### src/rtl/core/apu_pkg.sv
// Shared types and constants for the Adam parameter update block.
// No dependencies; every other file imports this package.
`default_nettype none

package apu_pkg;

    // Register indexes on the configuration port
    localparam logic [1:0] REG_STEP_SIZE     = 2'd0;
    localparam logic [1:0] REG_BETA_ONE      = 2'd1;
    localparam logic [1:0] REG_BETA_TWO      = 2'd2;
    localparam logic [1:0] REG_STEP_COUNT    = 2'd3;

    // Reset values of the configuration registers
    localparam logic [23:0] LR_RESET    = 24'd16777;
    localparam logic [23:0] B1_RESET    = 24'd15099494;
    localparam logic [23:0] B2_RESET    = 24'd16760439;
    localparam logic [15:0] STEP_RESET  = 16'd1;

    localparam logic [24:0] ONE_Q24     = 25'h100_0000;
    localparam logic [47:0] MASK48      = 48'hFFFF_FFFF_FFFF;
    localparam logic [44:0] EPS_Q32     = 45'd43;        // 1e-8 in Q.32
    localparam logic [33:0] DELTA_MAX   = 34'h2_0000_0000;

    // Pipeline geometry of the back end
    localparam int SQ_STAGES = 44;   // one root bit per stage
    localparam int DV_STAGES = 34;   // one quotient bit per stage

    // Correction sequencer states
    typedef enum logic [2:0] {
        CS_START,
        CS_POW,
        CS_PREP,
        CS_DIV,
        CS_READY
    } corr_state_t;

    typedef struct packed {
        logic signed [31:0] param_value;
        logic signed [31:0] grad_value;
        logic signed [31:0] first_moment;
        logic        [47:0] second_moment;
    } apu_in_t;

    typedef struct packed {
        logic signed [31:0] new_param;
        logic signed [31:0] new_first_moment;
        logic        [47:0] new_second_moment;
        logic               saturated;
    } apu_out_t;

    // Bias corrections handed from the correction unit to the back end
    typedef struct packed {
        logic        ready;
        logic [47:0] corr_one;
        logic [47:0] corr_two;
    } apu_corr_t;

    // Per-element values that ride along the back-end pipeline
    typedef struct packed {
        logic [31:0] p;
        logic [31:0] m;
        logic [47:0] v;
        logic        neg;
        logic        sat;
        logic [79:0] num;
        logic [63:0] vh;
    } apu_carry_t;

endpackage

`default_nettype wire

### src/rtl/core/apu_fifo.sv
// Short queue of accepted items between the front end and the back end.
// Depends on apu_pkg for the item type.
`default_nettype none

module apu_fifo
    import apu_pkg::*;
#(
    parameter int DEPTH = 4
)
(
    input  wire logic clk,
    input  wire logic rst_n,
    input  wire logic push,
    input  apu_in_t   push_data,
    input  wire logic pop,
    output apu_in_t   head,
    output logic      empty,
    output logic      full
);

    localparam int AW = (DEPTH > 1) ? $clog2(DEPTH) : 1;
    localparam int CW = $clog2(DEPTH + 1);

    apu_in_t        mem [0:DEPTH-1];
    logic [AW-1:0]  wr_ptr_reg, rd_ptr_reg;
    logic [CW-1:0]  count_reg;

    assign empty = (count_reg == '0);
    assign full  = (count_reg == CW'(DEPTH));
    assign head  = mem[rd_ptr_reg];

    // storage
    always_ff @(posedge clk)
    begin
        if (push)
            mem[wr_ptr_reg] <= push_data;
    end

    // pointers and fill count
    always_ff @(posedge clk or negedge rst_n)
    begin
        if (!rst_n)
        begin
            wr_ptr_reg <= '0;
            rd_ptr_reg <= '0;
            count_reg  <= '0;
        end
        else
        begin
            if (push)
                wr_ptr_reg <= (wr_ptr_reg == AW'(DEPTH - 1)) ? '0 : wr_ptr_reg + AW'(1);
            if (pop)
                rd_ptr_reg <= (rd_ptr_reg == AW'(DEPTH - 1)) ? '0 : rd_ptr_reg + AW'(1);
            if (push && !pop)
                count_reg <= count_reg + CW'(1);
            else if (pop && !push)
                count_reg <= count_reg - CW'(1);
        end
    end

endmodule

`default_nettype wire

### config.mk
export PLATFORM = sky130hd
export DESIGN_NAME = apu_fifo
export DESIGN_NICKNAME = d
export VERILOG_FILES = /design/src/rtl/core/apu_pkg.sv /design/src/rtl/core/apu_fifo.sv
export SDC_FILE = /design/constraint.sdc
export NUM_CORES = 1
export LEC_CHECK = 0
export BUFFER_PORTS_ARGS = -buffer_cell sky130_fd_sc_hd__buf_2
export CAP_MARGIN = 0
export CORE_ASPECT_RATIO = 1.75
export CORE_MARGIN = 4
export CORE_UTILIZATION = 40
export CTS_CLUSTER_SIZE = 25
export DETAILED_ROUTE_END_ITERATION = 6
export GPL_ROUTABILITY_DRIVEN = 0
export GPL_TIMING_DRIVEN = 0
export PLACE_DENSITY = 0.71
export SLEW_MARGIN = 15
export SYNTH_ARGS = -nofsm -noshare
export SYNTH_HDL_FRONTEND = slang
export SYNTH_SLANG_ARGS = --single-unit
### constraint.sdc
create_clock -name clk -period 4.2 [get_ports clk]
set_clock_uncertainty 0.2 [all_clocks]
set_input_delay 0.84 -clock clk [delete_from_list [all_inputs] [get_ports clk]]
set_output_delay 0.84 -clock clk [all_outputs]
set_load 0.01 [all_outputs]
== Yosys cells after proc, flatten, opt, wreduce, memory -nomap -nowiden ==
Memories as Yosys holds them, arrays and structs flattened.
Index checks and enable logic that the tools add are counted.

* Multiplexer cells: 6
* Add/subtract/negate cells: 4
* Reduce and logical (&&, ||, !) cells: 6
* Equal/unequal tests: 3

{| class="wikitable"
|+ Operators with widths
! cell !! count
|-
| $mux 3 || 2
|-
| $add 2x1->2 const B || 2
|-
| $eq 2x2->1 const B || 2
|-
| $mux 2 || 2
|-
| $add 3x1->3 const B || 1
|-
| $eq 3x3->1 const B || 1
|-
| $logic_not 3->1 || 1
|-
| $sub 3x1->3 const B || 1
|-
| $logic_and 1x1->1 || 2
|-
| $logic_not 1->1 || 2
|-
| $mux 1 || 2
|-
| $reduce_bool 2->1 || 1
|}

* Memories: 1
* Flip-flop bits (word level): 7
* Bits of input ports: 148
* Output and inout port bits: 146
* RAM bits: 576
* Word-level logic and storage cells: 23

{| class="wikitable"
|+ Memory list
! memory !! words !! bits a word !! read ports !! clocked after Yosys merged registers in !! write ports !! line !! source
|-
| mem || 4 || 144 || 1 || 0 || 1 || apu_fifo.sv:24 || <nowiki>apu_in_t mem [0:DEPTH-1];</nowiki>
|}

== Depth between registers and ports, before layout ==
* Word-level depth: 4
* Gate-level depth with buffers: 7
* Mapped depth without buffers: 7

== Worst setup path before layout ==
Ideal clock, no wire load.

* Path type: input port to flip-flop
* From: input push
* To: memory mem[2][0] (netlist bit) (enable)
* Path slack: -0.650 ns
* Cell stages on the path: 1
* Data required time: 3.480 ns
* Path buffers: 0
* Data arrival time: 4.130 ns
* Library setup time: 0.520 ns
* Path through: and2_1

* Word-level cells in the longest chain between the ends: 2

{| class="wikitable"
|+ RTL lines
! what !! line !! source
|-
| start, declared || apu_fifo.sv:13 || <nowiki>input wire logic push,</nowiki>
|-
| $mux 1 || apu_fifo.sv:35 || <nowiki>if (push)</nowiki>
|-
| $mux 1 (not written as such) || apu_fifo.sv:36 || <nowiki>mem[wr_ptr_reg] <= push_data;</nowiki>
|-
| end, declared || apu_fifo.sv:24 ||
|}

Every way passes these cells.

==> reports/metrics.yaml <==
worst_setup_path:
  worst-setup-path-type: "reg2out"
  crit_arrival_ns: 2.50
  required_ns: 3.16
  r2r_slack_ns: 1.87
  rr_worst_depth: 5
  crit_path_end_kind: "output pin"
  r2r_start: "wr_ptr_reg[0]$_DFFE_PN0P_"
  startpoint_type: "flop"
  r2r_end: "mem[0][111]$_DFFE_PP_"
  path_max_fanout: 10
hold_path:
  hold_end: "mem[1][61]$_DFFE_PP_"
  hold_path_depth: 1
  hold_path.class: "in2reg"
  min-delay-start: "push_data[61]"
sta:
  slew_headroom: 0.441
  postLayoutSetupSlackWorst_ns: 0.663
  setup_viol: 0
  tightest_slew_ns: 0.838
  finalSetupTns_ns: 0
  fin_crit_ns: 3.54
  grt_setup_unrepaired: "false"
  hold_viol: 0
  period_share: 0.842
  fmax_mhz: 283
  timing.hold.ws_ns: 0.275
  slew_violations: 0
die:
  dieArea_um2: 56800
  die_y_um: 312
  ios: 294
  core_area_um2: 52400
  die_x_um: 182
  initial_core_util: 0.405
  core.rowCount: 111
synthesis:
  synth_top_area_share: 0.817
  synth_area_leaders: "edfxtp_1, mux4_2, dfrtp_1"
  synth_cell_types: 19
  synthCells: 789
  ys_ff_latch: 583
  yosys_warnings: 0
  synthesis.area_um2: 21200
  yosys.area.top_type: "edfxtp_1"
  seq_area_frac_synth: 0.825
  syn-num-nets: 944
  syn_avg_cell_area_um2: 26.8
clock_network:
  worstSkewPairLatency_ns: 0.56
  post_cts_buffers: 0
  cts_tree: "built"
  cts_root_buf: "clkbuf_16"
  clkTransAtPathRegs_ns: 0.06
  post_cts_resized: 0
  h-tree-depth: 2
  cts_hold_buf: 1
  cts.sinks: 583
  cts.path.max_buffers: 3
  cts_inserted_buffers: 50
global_route:
  grt_pass1_wl_mm: 64.9
  antenna_found_initial: 11
  grt_start_max_net_pins: 48
  grt-busiest-layer: "met2"
  met1_usage: 0.172
  grt_use_met3: 0.0370
  overflow: 0
  grt_pass1_vias: 10400
  grt_use_total: 0.151
  use_met2: 0.271
detailed_routing:
  viasPerCell: 5.09
  wl_mm: 42.5
  drt-initial-drc-count: 544
  final_antenna_net_count: 0
  drc_errors: 0
  drt_pass1_iterations: 5
  vias: 9533
  wire_per_inst_um: 22.7
power:
  p_sw_mw: 4.96
  internal_power_mw: 12.4
  ir_drop_mv: 0.486
  p_clk_frac: 0.263
  p_sw_frac: 0.286
  finalPower_mw: 17.4
  pwr-share-comb: 0.297
  sequentialPowerShare: 0.439
  power.density_nw_per_um2: 682
  leakagePower_nw: 8.64
place:
  io_buffers: 293
  dpl.cell_count: 1772
  dp_hpwl_mm: 28.6
  place_area_um2: 23800
  dp_slack_ns: 1.08
layout:
  drive_above_1_share: 0.470
  fin_util: 0.487
  final_area_um2: 25500
  instances_no_fill: 1874
  largest_reg_flops: 576
  finish.net_count: 1302
  syn2layout_area_growth_pct: 20.3
flow_run:
  cap_viol_max_count: 0
outcome:
  status: "complete, no violations"
-- area by class of cell --
type                            count  area (um2)
Tap cell                          678         848
Multi-Input combinational cell    170        3470
Antenna cell                        7        17.5
Fill cell                        4154       26900
Sequential cell                   583       17500
Buffer                             32         231
Clock buffer                       67        1400
Inverter                            4        15.0
Timing Repair Buffer              306        1780
Clock inverter                     27         251
-- power groups by stage --
stage	registers, mW	logic (mW)	clock network, mW
6_report	7.63	5.17	4.58
5_1_grt	7.71	5.60	4.96
4_1_cts	7.65	5.38	4.70
3_5_place_dp	7.77	5.36	0
3_3_place_gp	7.85	5.17	0
2_1_floorplan	7.76	3.22	0
-- how the worst max path moves through the flow --
stage | end | start | depth (start not counted) | slack [ns]
after floorplan | mem[3][0]$_DFFE_PP_ | push | 1 | 0.93
after global placement | mem[0][50]$_DFFE_PP_ | push | 2 | -0.80
after detailed placement | head[76] | rd_ptr_reg[1]$_DFFE_PN0P_ | 5 | 1.08
after CTS | head[76] | rd_ptr_reg[1]$_DFFE_PN0P_ | 5 | 0.44
after global routing | head[76] | rd_ptr_reg[1]$_DFFE_PN0P_ | 5 | 0.42
final | head[76] | rd_ptr_reg[1]$_DFFE_PN0P_ | 5 | 0.66
-- cell usage in the layout (no fill, tap or decap), types with 2 or more instances in the layout --
master / synthesis / final
buf_6: 9 / 9
clkinvlp_4: 0 / 4
bufinv_16: 0 / 4
clkinv_1: 0 / 9
edfxtp_1: 576 / 576
and2_4: 0 / 4
clkbuf_16: 0 / 53
mux4_2: 144 / 144
buf_2: 14 / 307
o21ai_0: 2 / 2
nor2_1: 3 / 3
mux2_2: 3 / 3
buf_1: 2 / 2
inv_1: 4 / 4
clkinv_2: 0 / 6
buf_4: 7 / 7
buf_16: 0 / 9
clkbuf_8: 0 / 2
clkbuf_1: 0 / 12
nand2_1: 2 / 2
inv_6: 0 / 2
diode_2: 0 / 7
xor2_1: 2 / 2
ha_1: 6 / 6
buf_12: 0 / 3
dfrtp_1: 7 / 7
-- synth_stat cells (all sizes together) --
master    n
nor2      3
mux4    144
xnor2     1
nand2     2
buf      32
inv       4
dfrtp     7
edfxtp  576
o21ai     2
nor3      1
mux2      3
and2      4
fa        1
nor3b     1
ha        6
xor2      2
-- per-layer routing --
| layer | part of all wire | up-vias |
|---|---|---|
| li1 | - | 4158 |
| met1 | 0.35 | 5003 |
| met2 | 0.55 | 278 |
| met3 | 0.060 | 88 |
| met4 | 0.036 | 6 |
| met5 | 0.00097 | - |
-- logic make-up after synthesis --
kind of cell | count (synthesis) | share of synthesized area
AND/OR/NAND/NOR | 11 | 0.00266
multiplexers | 147 | 0.155
flip-flops | 583 | 0.825
buffers and inverters | 36 | 0.0116
AO/OA/AOI/OAI | 2 | 0.000473
adder cells (fa/ha/maj) | 7 | 0.00449
XOR/XNOR | 3 | 0.00124
-- worst max-delay path: stages, from the launching register on --
cell and delay (ns):
dfrtp_1 0.34, buf_2 0.31, buf_2 0.33, buf_2 0.36
mux4_2 0.41, buf_2 0.17
Power figures use the tool's default switching activity.
